**config.mk**
```make
export PLATFORM = sky130hd
export DESIGN_NAME = lru_page_replacement_unit_flat
export DESIGN_NICKNAME = d
export VERILOG_FILES = /design/src/rtl/lpr_pkg.sv /design/src/rtl/lpr_if.sv /design/src/rtl/lru_page_replacement_unit.sv /design/src/flat_wrapper.sv
export SDC_FILE = /design/constraint.sdc
export NUM_CORES = 1
export LEC_CHECK = 0
export ABC_AREA = 1
export BUFFER_PORTS_ARGS = -buffer_cell sky130_fd_sc_hd__buf_2
export CAP_MARGIN = 20
export CORE_MARGIN = 10
export CORE_UTILIZATION = 40
export CTS_BUF_LIST = sky130_fd_sc_hd__clkbuf_8
export CTS_CLUSTER_SIZE = 8
export DETAILED_ROUTE_END_ITERATION = 8
export HOLD_SLACK_MARGIN = 0.08
export PLACE_DENSITY = 0.64
export REMOVE_ABC_BUFFERS = 1
export SKIP_CTS_REPAIR_TIMING = 1
export SLEW_MARGIN = 20
export SYNTH_ARGS = -nofsm -noshare
export SYNTH_HDL_FRONTEND = slang
export SYNTH_SLANG_ARGS = --single-unit
```
**constraint.sdc**
```tcl
create_clock -name i_clk -period 10.6 [get_ports i_clk]
set_clock_uncertainty 0.1 [all_clocks]
set_input_delay 1.59 -clock i_clk [delete_from_list [all_inputs] [get_ports i_clk]]
set_output_delay 1.59 -clock i_clk [all_outputs]
set_load 0.02 [all_outputs]
```
**src/rtl/lpr_pkg.sv**
```systemverilog
// ----------------------------------------------------------------------------
// lpr_pkg
// Shared types and fixed field widths of the LRU page replacement unit.
// ----------------------------------------------------------------------------
`default_nettype none

package lpr_pkg;

    localparam int CFG_W       = 4;
    localparam int FRAME_IDX_W = 3;
    localparam int FAULT_W     = 32;

    localparam logic [CFG_W-1:0]   CFG_RESET = 4'd8;
    localparam logic [FAULT_W-1:0] FAULT_MAX = '1;

    typedef enum logic [2:0] {
        ST_IDLE = 3'b001,
        ST_SCAN = 3'b010,
        ST_DONE = 3'b100
    } t_state;

endpackage

`default_nettype wire

```
**src/rtl/lpr_if.sv**
```systemverilog
// ----------------------------------------------------------------------------
// lpr_if
// Request and response channels of the LRU page replacement unit.
// ----------------------------------------------------------------------------
`default_nettype none

interface lpr_req_if #(
    parameter int PAGE_BITS = 16
);
    logic                 valid;
    logic                 ready;
    logic [PAGE_BITS-1:0] page;

    modport source (output valid, output page, input ready);
    modport sink   (input valid, input page, output ready);
endinterface

interface lpr_rsp_if #(
    parameter int PAGE_BITS = 16
);
    import lpr_pkg::*;

    logic                   valid;
    logic                   ready;
    logic                   hit;
    logic [FRAME_IDX_W-1:0] frame_index;
    logic                   evicted_valid;
    logic [PAGE_BITS-1:0]   evicted_page;
    logic [FAULT_W-1:0]     fault_count;

    modport source (
        output valid, output hit, output frame_index, output evicted_valid,
        output evicted_page, output fault_count, input ready
    );
    modport sink (
        input valid, input hit, input frame_index, input evicted_valid,
        input evicted_page, input fault_count, output ready
    );
endinterface

`default_nettype wire

```
**src/rtl/lru_page_replacement_unit.sv**
```systemverilog
// ----------------------------------------------------------------------------
// lru_page_replacement_unit
// LRU page frame tracker: lookup, fill and least-recently-used eviction.
// ----------------------------------------------------------------------------
// Usage:
//   i_req carries one page reference per request (valid/ready). o_rsp returns
//   one response per request: hit, frame index, evicted page and the running
//   fault count. i_cfg_we/i_cfg_wdata write the number of active frames
//   (0 acts as 1, values above FRAMES act as FRAMES); write it only while idle.
//   After accept, one compare unit walks the n active frames one per cycle
//   through the single read port of the page and stamp memories, whose read
//   data is registered, then an update step writes the chosen frame and
//   loads the response register; the next request is taken only after that.
//   The response sits in an output register; if the sink stalls, the next
//   request is still taken and scanned, and its update waits until the
//   register is free.
//   Reset empties all frames and clears the use clock and the fault count;
//   the frame count returns to 8. No clearing pass is needed.
// ----------------------------------------------------------------------------
`default_nettype none

module lru_page_replacement_unit #(
    parameter int FRAMES     = 8,
    parameter int PAGE_BITS  = 16,
    parameter int STAMP_BITS = 32
) (
    input  wire logic                     i_clk,
    input  wire logic                     i_rst_n,
    input  wire logic                     i_cfg_we,
    input  wire logic [lpr_pkg::CFG_W-1:0] i_cfg_wdata,
    lpr_req_if.sink                       i_req,
    lpr_rsp_if.source                     o_rsp
);
    import lpr_pkg::*;

    localparam int IDX_W = (FRAMES > 1) ? $clog2(FRAMES) : 1;
    localparam int CNT_W = $clog2(FRAMES + 1);
    localparam int NW    = (CNT_W > CFG_W) ? CNT_W : CFG_W;

    t_state                r_state;
    logic [CFG_W-1:0]      r_cfg;
    logic [PAGE_BITS-1:0]  r_req_page;
    logic [CNT_W-1:0]      r_idx;
    logic                  r_cmp_vld;
    logic [IDX_W-1:0]      r_cmp_idx;
    logic                  r_found;
    logic [IDX_W-1:0]      r_hit_at;
    logic                  r_have_free;
    logic [IDX_W-1:0]      r_free_at;
    logic [IDX_W-1:0]      r_old_at;
    logic [STAMP_BITS-1:0] r_old_stamp;
    logic [PAGE_BITS-1:0]  r_old_page;
    logic [FRAMES-1:0]     r_valid;
    logic [STAMP_BITS-1:0] r_clock;
    logic [FAULT_W-1:0]    r_fault;

    logic [PAGE_BITS-1:0]  r_page_mem  [FRAMES];
    logic [STAMP_BITS-1:0] r_stamp_mem [FRAMES];
    logic [PAGE_BITS-1:0]  r_rd_page;
    logic [STAMP_BITS-1:0] r_rd_stamp;

    logic                   r_out_vld;
    logic                   r_out_hit;
    logic [FRAME_IDX_W-1:0] r_out_frame;
    logic                   r_out_ev_vld;
    logic [PAGE_BITS-1:0]   r_out_ev_page;
    logic [FAULT_W-1:0]     r_out_fault;

    t_state                n_state;
    logic [NW-1:0]         w_cfg_ext;
    logic [CNT_W-1:0]      w_n;
    logic                  w_accept;
    logic                  w_issue;
    logic                  w_go;
    logic                  w_cmp_valid;
    logic [STAMP_BITS-1:0] w_cmp_stamp;
    logic [IDX_W-1:0]      w_target;
    logic [STAMP_BITS-1:0] w_clk_next;
    logic [FAULT_W-1:0]    w_fault_next;

    // active frame count, clamped to 1..FRAMES
    always_comb begin
        w_cfg_ext = NW'(r_cfg);
        if (r_cfg == '0) begin
            w_n = CNT_W'(1);
        end else if (w_cfg_ext > NW'(FRAMES)) begin
            w_n = CNT_W'(FRAMES);
        end else begin
            w_n = CNT_W'(r_cfg);
        end
    end

    assign i_req.ready = (r_state == ST_IDLE);
    assign w_accept    = i_req.valid && i_req.ready;
    assign w_issue     = (r_state == ST_SCAN) && (r_idx < w_n);
    assign w_go        = (r_state == ST_DONE) && (!r_out_vld || o_rsp.ready);

    // an empty frame was never stamped, so its stamp reads as zero
    assign w_cmp_valid = r_valid[r_cmp_idx];
    assign w_cmp_stamp = w_cmp_valid ? r_rd_stamp : '0;

    always_comb begin
        if (r_found) begin
            w_target = r_hit_at;
        end else if (r_have_free) begin
            w_target = r_free_at;
        end else begin
            w_target = r_old_at;
        end
        w_clk_next   = (r_clock == '1) ? r_clock : r_clock + 1'b1;
        w_fault_next = (r_fault == FAULT_MAX) ? r_fault : r_fault + 1'b1;
    end

    always_comb begin
        n_state = r_state;
        unique case (r_state)
            ST_IDLE: begin
                if (w_accept) n_state = ST_SCAN;
            end
            ST_SCAN: begin
                if (!w_issue) n_state = ST_DONE;
            end
            ST_DONE: begin
                if (w_go) n_state = ST_IDLE;
            end
            default: n_state = ST_IDLE;
        endcase
    end

    always_ff @(posedge i_clk) begin
        if (!i_rst_n) begin
            r_state     <= ST_IDLE;
            r_cfg       <= CFG_RESET;
            r_idx       <= '0;
            r_cmp_vld   <= 1'b0;
            r_found     <= 1'b0;
            r_have_free <= 1'b0;
            r_valid     <= '0;
            r_clock     <= '0;
            r_fault     <= '0;
            r_out_vld   <= 1'b0;
        end else begin
            r_state   <= n_state;
            r_cmp_vld <= w_issue;
            if (i_cfg_we) r_cfg <= i_cfg_wdata;

            if (w_accept) begin
                r_idx       <= '0;
                r_found     <= 1'b0;
                r_have_free <= 1'b0;
            end else if (w_issue) begin
                r_idx <= r_idx + 1'b1;
            end

            if (r_cmp_vld) begin
                if (w_cmp_valid && !r_found && (r_rd_page == r_req_page)) begin
                    r_found <= 1'b1;
                end
                if (!w_cmp_valid && !r_have_free) begin
                    r_have_free <= 1'b1;
                end
            end

            if (w_go) begin
                r_valid[w_target] <= 1'b1;
                r_clock           <= w_clk_next;
                if (!r_found) r_fault <= w_fault_next;
                r_out_vld <= 1'b1;
            end else if (o_rsp.ready) begin
                r_out_vld <= 1'b0;
            end
        end
    end

    // scan payload: hit, first empty and oldest frame
    always_ff @(posedge i_clk) begin
        if (w_accept) r_req_page <= i_req.page;
        r_cmp_idx <= r_idx[IDX_W-1:0];
        if (r_cmp_vld) begin
            if (w_cmp_valid && !r_found && (r_rd_page == r_req_page)) begin
                r_hit_at <= r_cmp_idx;
            end
            if (!w_cmp_valid && !r_have_free) begin
                r_free_at <= r_cmp_idx;
            end
            if ((r_cmp_idx == '0) || (w_cmp_stamp < r_old_stamp)) begin
                r_old_stamp <= w_cmp_stamp;
                r_old_at    <= r_cmp_idx;
                r_old_page  <= r_rd_page;
            end
        end
    end

    // frame memories: one read port for the scan, one write port for update
    always_ff @(posedge i_clk) begin
        if (w_issue) begin
            r_rd_page  <= r_page_mem[r_idx[IDX_W-1:0]];
            r_rd_stamp <= r_stamp_mem[r_idx[IDX_W-1:0]];
        end
        if (w_go) begin
            r_stamp_mem[w_target] <= w_clk_next;
            if (!r_found) r_page_mem[w_target] <= r_req_page;
        end
    end

    // response register
    always_ff @(posedge i_clk) begin
        if (w_go) begin
            r_out_hit     <= r_found;
            r_out_frame   <= FRAME_IDX_W'(w_target);
            r_out_ev_vld  <= !r_found && !r_have_free;
            r_out_ev_page <= (!r_found && !r_have_free) ? r_old_page : '0;
            r_out_fault   <= r_found ? r_fault : w_fault_next;
        end
    end

    assign o_rsp.valid         = r_out_vld;
    assign o_rsp.hit           = r_out_hit;
    assign o_rsp.frame_index   = r_out_frame;
    assign o_rsp.evicted_valid = r_out_ev_vld;
    assign o_rsp.evicted_page  = r_out_ev_page;
    assign o_rsp.fault_count   = r_out_fault;

    a_fault_monotonic: assert property (@(posedge i_clk) disable iff (!i_rst_n)
        1'b1 |=> (r_fault >= $past(r_fault)))
        else $error("fault count decreased");

    a_hit_no_evict: assert property (@(posedge i_clk) disable iff (!i_rst_n)
        (o_rsp.valid && o_rsp.hit) |-> !o_rsp.evicted_valid)
        else $error("hit reported an eviction");

    a_accept_scans: assert property (@(posedge i_clk) disable iff (!i_rst_n)
        w_accept |=> (r_state == ST_SCAN) && (r_idx == '0))
        else $error("accepted request did not start a scan");

    a_stall_holds: assert property (@(posedge i_clk) disable iff (!i_rst_n)
        ((r_state == ST_DONE) && r_out_vld && !o_rsp.ready) |=>
            (r_state == ST_DONE) && $stable(r_out_fault))
        else $error("update overran a held response");

    a_target_valid: assert property (@(posedge i_clk) disable iff (!i_rst_n)
        w_go |=> r_valid[$past(w_target)])
        else $error("updated frame not marked valid");

endmodule

`default_nettype wire
```
**src/flat_wrapper.sv**
```systemverilog
// flat-port wrapper written by rule: the top's interface ports become plain ports
module lru_page_replacement_unit_flat import lpr_pkg::*;
#(
    parameter int FRAMES     = 8,
    parameter int PAGE_BITS  = 16,
    parameter int STAMP_BITS = 32
)
  (i_clk, i_rst_n, i_cfg_we, i_cfg_wdata, i_req_valid, i_req_page, i_req_ready, o_rsp_valid, o_rsp_hit, o_rsp_frame_index, o_rsp_evicted_valid, o_rsp_evicted_page, o_rsp_fault_count, o_rsp_ready);
  lpr_req_if #(.PAGE_BITS(PAGE_BITS)) i_req_i ();
  lpr_rsp_if #(.PAGE_BITS(PAGE_BITS)) o_rsp_i ();
  input  wire logic i_clk;
  input  wire logic i_rst_n;
  input  wire logic i_cfg_we;
  input  wire logic [lpr_pkg::CFG_W-1:0] i_cfg_wdata;
  input wire logic [$bits(i_req_i.valid)-1:0] i_req_valid;
  input wire logic [$bits(i_req_i.page)-1:0] i_req_page;
  output wire logic [$bits(i_req_i.ready)-1:0] i_req_ready;
  output wire logic [$bits(o_rsp_i.valid)-1:0] o_rsp_valid;
  output wire logic [$bits(o_rsp_i.hit)-1:0] o_rsp_hit;
  output wire logic [$bits(o_rsp_i.frame_index)-1:0] o_rsp_frame_index;
  output wire logic [$bits(o_rsp_i.evicted_valid)-1:0] o_rsp_evicted_valid;
  output wire logic [$bits(o_rsp_i.evicted_page)-1:0] o_rsp_evicted_page;
  output wire logic [$bits(o_rsp_i.fault_count)-1:0] o_rsp_fault_count;
  input wire logic [$bits(o_rsp_i.ready)-1:0] o_rsp_ready;
  assign i_req_i.valid = i_req_valid;
  assign i_req_i.page = i_req_page;
  assign i_req_ready = i_req_i.ready;
  assign o_rsp_valid = o_rsp_i.valid;
  assign o_rsp_hit = o_rsp_i.hit;
  assign o_rsp_frame_index = o_rsp_i.frame_index;
  assign o_rsp_evicted_valid = o_rsp_i.evicted_valid;
  assign o_rsp_evicted_page = o_rsp_i.evicted_page;
  assign o_rsp_fault_count = o_rsp_i.fault_count;
  assign o_rsp_i.ready = o_rsp_ready;
  lru_page_replacement_unit #(.FRAMES(FRAMES), .PAGE_BITS(PAGE_BITS), .STAMP_BITS(STAMP_BITS)) u_core (.i_clk(i_clk), .i_rst_n(i_rst_n), .i_cfg_we(i_cfg_we), .i_cfg_wdata(i_cfg_wdata), .i_req(i_req_i), .o_rsp(o_rsp_i));
endmodule
```
Word-level counts from Yosys, hierarchy flattened. Memories as Yosys holds them, arrays and structs flattened. A register that Yosys moved wholly into a read port is not among the register bits. Index checks and enable logic that the tools add are counted.

Bitwise logic cells: 2. Equal/unequal tests: 9. Reduce and logical (&&, ||, !) cells: 22. $lt $le $gt $ge: 6. Add/subtract/negate cells: 3. Mux-type cells: 29.

Operators with widths (number): 32-bit 2-to-1 mux (4); 32-bit by 1-bit adder with 32-bit output, second input constant (2); 32-bit equality test, second input constant (2); 32-bit less-than comparator (1); 16-bit equality test (1); 1-bit 2-to-1 mux (15); 3-bit 2-to-1 mux (5); 3-bit one-hot mux with 3 select lines (1); 1-bit logical AND (8); 3-bit by 4-bit less-than comparator with 1-bit output, second input constant (2); 4-bit 2-to-1 mux (2); 8-bit OR (1); 2-bit AND reduction (3); 4-bit by 1-bit adder with 4-bit output, second input constant (1); 4-bit > comparator, second input constant (1); 1-bit logical NOT (4); 4-bit logical NOT (1); 4-bit less-than comparator (1); 2-bit != test, second input constant (2); 1-bit binary-select mux with 3-bit select (1); 1-bit demux with 3-bit select (1); 3-bit by 1-bit equality test with 1-bit output, second input constant (1); 3-bit by 2-bit equality test with 1-bit output, second input constant (1); 3-bit equality test, second input constant (1); 8 further kinds (9).

Word-level logic and storage cells: 95. Input port bits: 25. RAM bits: 384. Memories: 2. Output and inout port bits: 55. Register bits after elaboration: 216.

Memories: u_core.r_stamp_mem (words 8, bits a word 32, read ports 1, clocked after memory_dff 1, write ports 1, line lru_page_replacement_unit.sv:58) `logic [STAMP_BITS-1:0] r_stamp_mem [FRAMES];`; u_core.r_page_mem (words 8, bits a word 16, read ports 1, clocked after memory_dff 1, write ports 1, line lru_page_replacement_unit.sv:57) `logic [PAGE_BITS-1:0] r_page_mem [FRAMES];`.

Depth between registers and ports, before layout.
Word-level depth: 7. Gate-level depth with buffers: 19.

Least setup slack after synthesis. Ideal clock, no wire load.

Path type: register -> register. Start point: register u_core.r_cmp_idx[0]. End point: register u_core.r_old_at[0], enable pin. Period minus slack after synthesis: 5289 ps. Path buffers: 1. Arrival: 4713 ps. Setup slack: 5311 ps. Setup time: 476 ps. Stages on the path, launching flop included: 18. Cells stage by stage: dfxtp_1 > inv_1 > nand2_1 > nand3_1 > nand3_1 > nand2_1 > clkbuf_1 > nor2_1 > ha_1 > nand2_1 > inv_1 > nand2_1 > nand3_1 > nand3_1 > a21oi_1 > a2111oi_0 > nand2_1 > a21oi_1.

Cells in the longest elaborated chain, start to end: 6. Elaborated cells on any way between the ends: 7. Those cells by class: order compare: 1; mux: 3; reduce/logical: 3.

RTL lines: start: declaration (line lru_page_replacement_unit.sv:45) `logic [IDX_W-1:0] r_cmp_idx;`; start signal: assignment (line lru_page_replacement_unit.sv:178) `r_cmp_idx <= r_idx[IDX_W-1:0];`; 1-bit binary-select mux with 3-bit select (line lru_page_replacement_unit.sv:99) `assign w_cmp_valid = r_valid[r_cmp_idx];`; 1-bit 2-to-1 mux (not written as such) (line lru_page_replacement_unit.sv:99); 32-bit 2-to-1 mux (line lru_page_replacement_unit.sv:100) `assign w_cmp_stamp = w_cmp_valid ? r_rd_stamp : '0;`; named net u_core.w_cmp_stamp[27] (line lru_page_replacement_unit.sv:76) `logic [STAMP_BITS-1:0] w_cmp_stamp;`; 32-bit less-than comparator (line lru_page_replacement_unit.sv:186) `if ((r_cmp_idx == '0) || (w_cmp_stamp < r_old_stamp)) begin`; 1-bit logical OR (line lru_page_replacement_unit.sv:186); 2-bit AND reduction (no line); end signal: assignment (line lru_page_replacement_unit.sv:188) `r_old_at <= r_cmp_idx;`; end: declaration (line lru_page_replacement_unit.sv:50) `logic [IDX_W-1:0] r_old_at;`.

The timed path passes the listed nets, and every way through them passes these cells. The select of a mux whose other input is x is not followed. A chain may end at the register's enable or synchronous reset.

Worst setup path in the final report.
Start point: register u_core.r_cmp_idx[0]. End point: register u_core.r_old_stamp[8], enable pin.

Cells in the longest elaborated chain, start to end: 6. Elaborated cells on any way between the ends: 7. Those cells by class: order compare: 1; mux: 3; reduce/logical: 3.

RTL lines: 1-bit binary-select mux with 3-bit select (line lru_page_replacement_unit.sv:99); 1-bit 2-to-1 mux (not written as such) (line lru_page_replacement_unit.sv:99); 32-bit 2-to-1 mux (line lru_page_replacement_unit.sv:100); named net u_core.w_cmp_stamp[27] (line lru_page_replacement_unit.sv:76); 32-bit less-than comparator (line lru_page_replacement_unit.sv:186); 1-bit logical OR (line lru_page_replacement_unit.sv:186); 2-bit AND reduction (no line); end signal: assignment (line lru_page_replacement_unit.sv:187) `r_old_stamp <= w_cmp_stamp;`; end: declaration (line lru_page_replacement_unit.sv:51) `logic [STAMP_BITS-1:0] r_old_stamp;`.

The timed path passes the listed nets, and every way through them passes these cells. The select of a mux whose other input is x is not followed.

==> impl_metrics.ini <==
[status]
status = complete, no violations

[yosys]
synth_cells = 2391
synth-main-ff-cell = edfxtp_1
synth_area_mm2 = 0.02681
async_reset_ff_share_pct = 0
yosys_warnings = 0
ys_seq_elements = 648
syn_avg_cell_area_um2 = 11.21
ys_seq_area_share_pct = 69.22
synth_enable_flop_cells = 558
ys_types = 46

[critical_path]
path_delay_family = compound AO/OA/AOI/OAI gates
critPathMaxFanout = 33
cp.buffers_inverters = 2
crit_path_end_kind = flip-flop
cp.required_ns = 10.83
cp_slowest_cell = a21oi_4
path_class = reg -> reg
slowest_delay_ns = 0.71
arrival_ns = 4.70
critPathLaunchType = flip-flop
path_cells = o21ai_0, nand2_1, nand3_1, nand2_1, buf_4, nor2_1, ha_1, a21oi_1, nand3_1, nand3_1, a21oi_1, a2111oi_0, nand2_1, a21oi_4, buf_4

[grt]
grt_pass1_wl_um = 96410
grt_overflow = 0
grt_antenna_before_repair = 2
grt_pass1_vias = 17590
gr-usage-all-layers_pct = 15.54
grt_max_degree = 110

[layout]
area_delta_synth_final_pct = 12.92
nFillCells = 5958
fin_nets = 2564
seqCellArea_mm2 = 0.01857
multi_input_area_mm2 = 0.006932
layout_commonest_cell = edfxtp_1
layout_common_cells = edfxtp_1 (558), nor2_1 (481), inv_1 (298)
drive_gt1_share_pct = 11.36
finalNonFillerCells = 3444

[route]
drcViolationCount = 0
dr.first_iter.drc_count = 1538
dr.pass1.iters = 5
viasPerCell = 5.154
ant_nets = 0
wl_per_cell_um = 17.85
vias = 17750
wl_um = 61470

[timing]
fin_crit_sh_pct = 42.14
clock.fmax_mhz = 223.9
fin_crit_ns = 4.467
relSlewSlack_pct = 29.73
holdWs_ns = 0.3227
worstMarginPinSlew_ns = 1.054
hold_violations = 0
finalSetupViolations = 0
finalMaxSlewViolations = 0
rsz0062_at_grt = no
fin_setup_tns_ns = 0

[die]
ios = 80
num_rows = 94
dieWidth_um = 278.9
core-area_mm2 = 0.06610
initial_core_util_pct = 40.56
die_area_mm2 = 0.07778
die_y_um = 278.9

[placed_design]
dp_cells = 3259
place_congestion = 0.8770
dp_hpwl_um = 38830
port_buffers = 79

[clock_network]
cts.sinks = 648
cts_tree = done
htreeDepth = 3
cts_root_buffer = clkbuf_8
clockBufferDepth = 3
cts.clk_slew.worst_paths_ns = 0.06
insertion_delay_ns = 0.71
numCtsBuffers = 103

[power_and_ir_drop]
power_density_mw_per_mm2 = 162.6
swShare_pct = 21.96
vdd_drop_max_mv = 0.1058
power_frac_comb_pct = 2.5
power_switching_uw = 1080
p_clk_share_pct = 40.4
p_leak_uw = 0.01131
p_seq_share_pct = 57.1
p_int_uw = 3841
total_power_uw = 4921

[worst_hold_path]
min_path_type = reg -> reg

[job]
drv_cap = 0
-- power groups by stage --
stage	clock network (uW)	registers, uW	logic (uW)
2_1_floorplan	0	2850	75.8
3_3_place_gp	0	2860	120
3_5_place_dp	0	2860	124
4_1_cts	2040	2810	125
5_1_grt	2160	2810	140
6_report	1990	2810	124
-- cells by family (layout without fill, tap and decap cells) --
logic type	Yosys count	count (layout)	share of synthesized area [%]
DFF	648	648	69.22
buffers and inverters	370	558	5.213
xor gates and xnor gates	39	39	1.330
adders and majority gates	37	37	1.727
and+or+nand+nor	819	819	12.71
other	0	1	0
AOI/OAI and AO/OA	478	478	9.792
-- cell type report --
type,instances,share of cell area (%)
flip-flops and latches,648,61.33
multi-input cells,1373,22.90
clock buffers,119,5.410
well taps,864,3.571
inverters,266,3.311
repair buffers,110,2.480
clock inverters,63,0.9920
diodes,1,0.008267
-- worst paths after layout --
check | endpoint | cells after the start | startpoint | slack (ns)
worst max register to register | u_core.r_old_stamp[8] | 15 | u_core.r_cmp_idx[0] | 6.13
worst min-delay path | u_core.r_cmp_idx[2] | 0 | u_core.r_idx[2] | 0.32
worst max-delay path | u_core.r_old_stamp[8] | 15 | u_core.r_cmp_idx[0] | 6.13
worst min register to register | u_core.r_cmp_idx[2] | 0 | u_core.r_idx[2] | 0.32
-- through the flow --
stage / setup WS [ns] / util [%] / cell area [um^2]
2_1_floorplan: 0.4748 / - / 26410
4_1_cts: 6.188 / 45.72 / 30220
3_5_place_dp: 6.157 / 42.79 / 28280
5_1_grt: 5.841 / 45.80 / 30270
3_3_place_gp: 6.223 / 42.59 / 28150
6_report: 6.133 / 45.80 / 30270
-- synthesized netlist by cell type, drive strengths merged, types with 2 or more instances --
library cell	n	share of area, %
edfxtp	558	63
nor2	495	7.0
o21ai	277	5.2
inv	264	3.7
nand2	172	2.4
dfxtp	90	6.7
clkbuf	89	1.2
a21oi	65	1.2
nand3	63	1.2
o22ai	50	1.2
a31oi	49	1.1
ha	37	1.7
xor2	35	1.2
nor3	33	0.71
nand4	24	0.56
buf	15	0.24
nor4	15	0.35
a211oi	13	0.36
o21bai	13	0.36
or2	13	0.30
xnor2	4	0.13
nor3b	3	0.10
a2111oi	2	0.065
a22o	2	0.065
clkinv	2	0.028
o211ai	2	0.056
-- sequential cells by signal, summed over array words and instances (netlist names), 3 cells and up --
name,count
u_core.r_stamp_mem,256
u_core.r_page_mem,128
u_core.o_rsp.fault_count,32
u_core.r_clock,32
u_core.r_fault,32
u_core.r_old_stamp,32
u_core.r_rd_stamp,32
u_core.o_rsp.evicted_page,16
u_core.r_old_page,16
u_core.r_rd_page,16
u_core.r_req_page,16
u_core.r_valid,8
u_core.r_cfg,4
u_core.r_idx,4
u_core.o_rsp.frame_index,3
u_core.r_cmp_idx,3
u_core.r_free_at,3
u_core.r_hit_at,3
u_core.r_old_at,3
u_core.r_state,3
-- metal layers --
layer	part of all wire, %	wire (um)	track usage, %	up-vias
met4	2.6	1579	5.978	0
met1	44	27180	20.34	8598
met5	0	0	0	-
met2	48	29290	25.57	506
met3	5.6	3430	2.636	104
li1	-	-	-	8543
(Power assumes the default switching activity.)
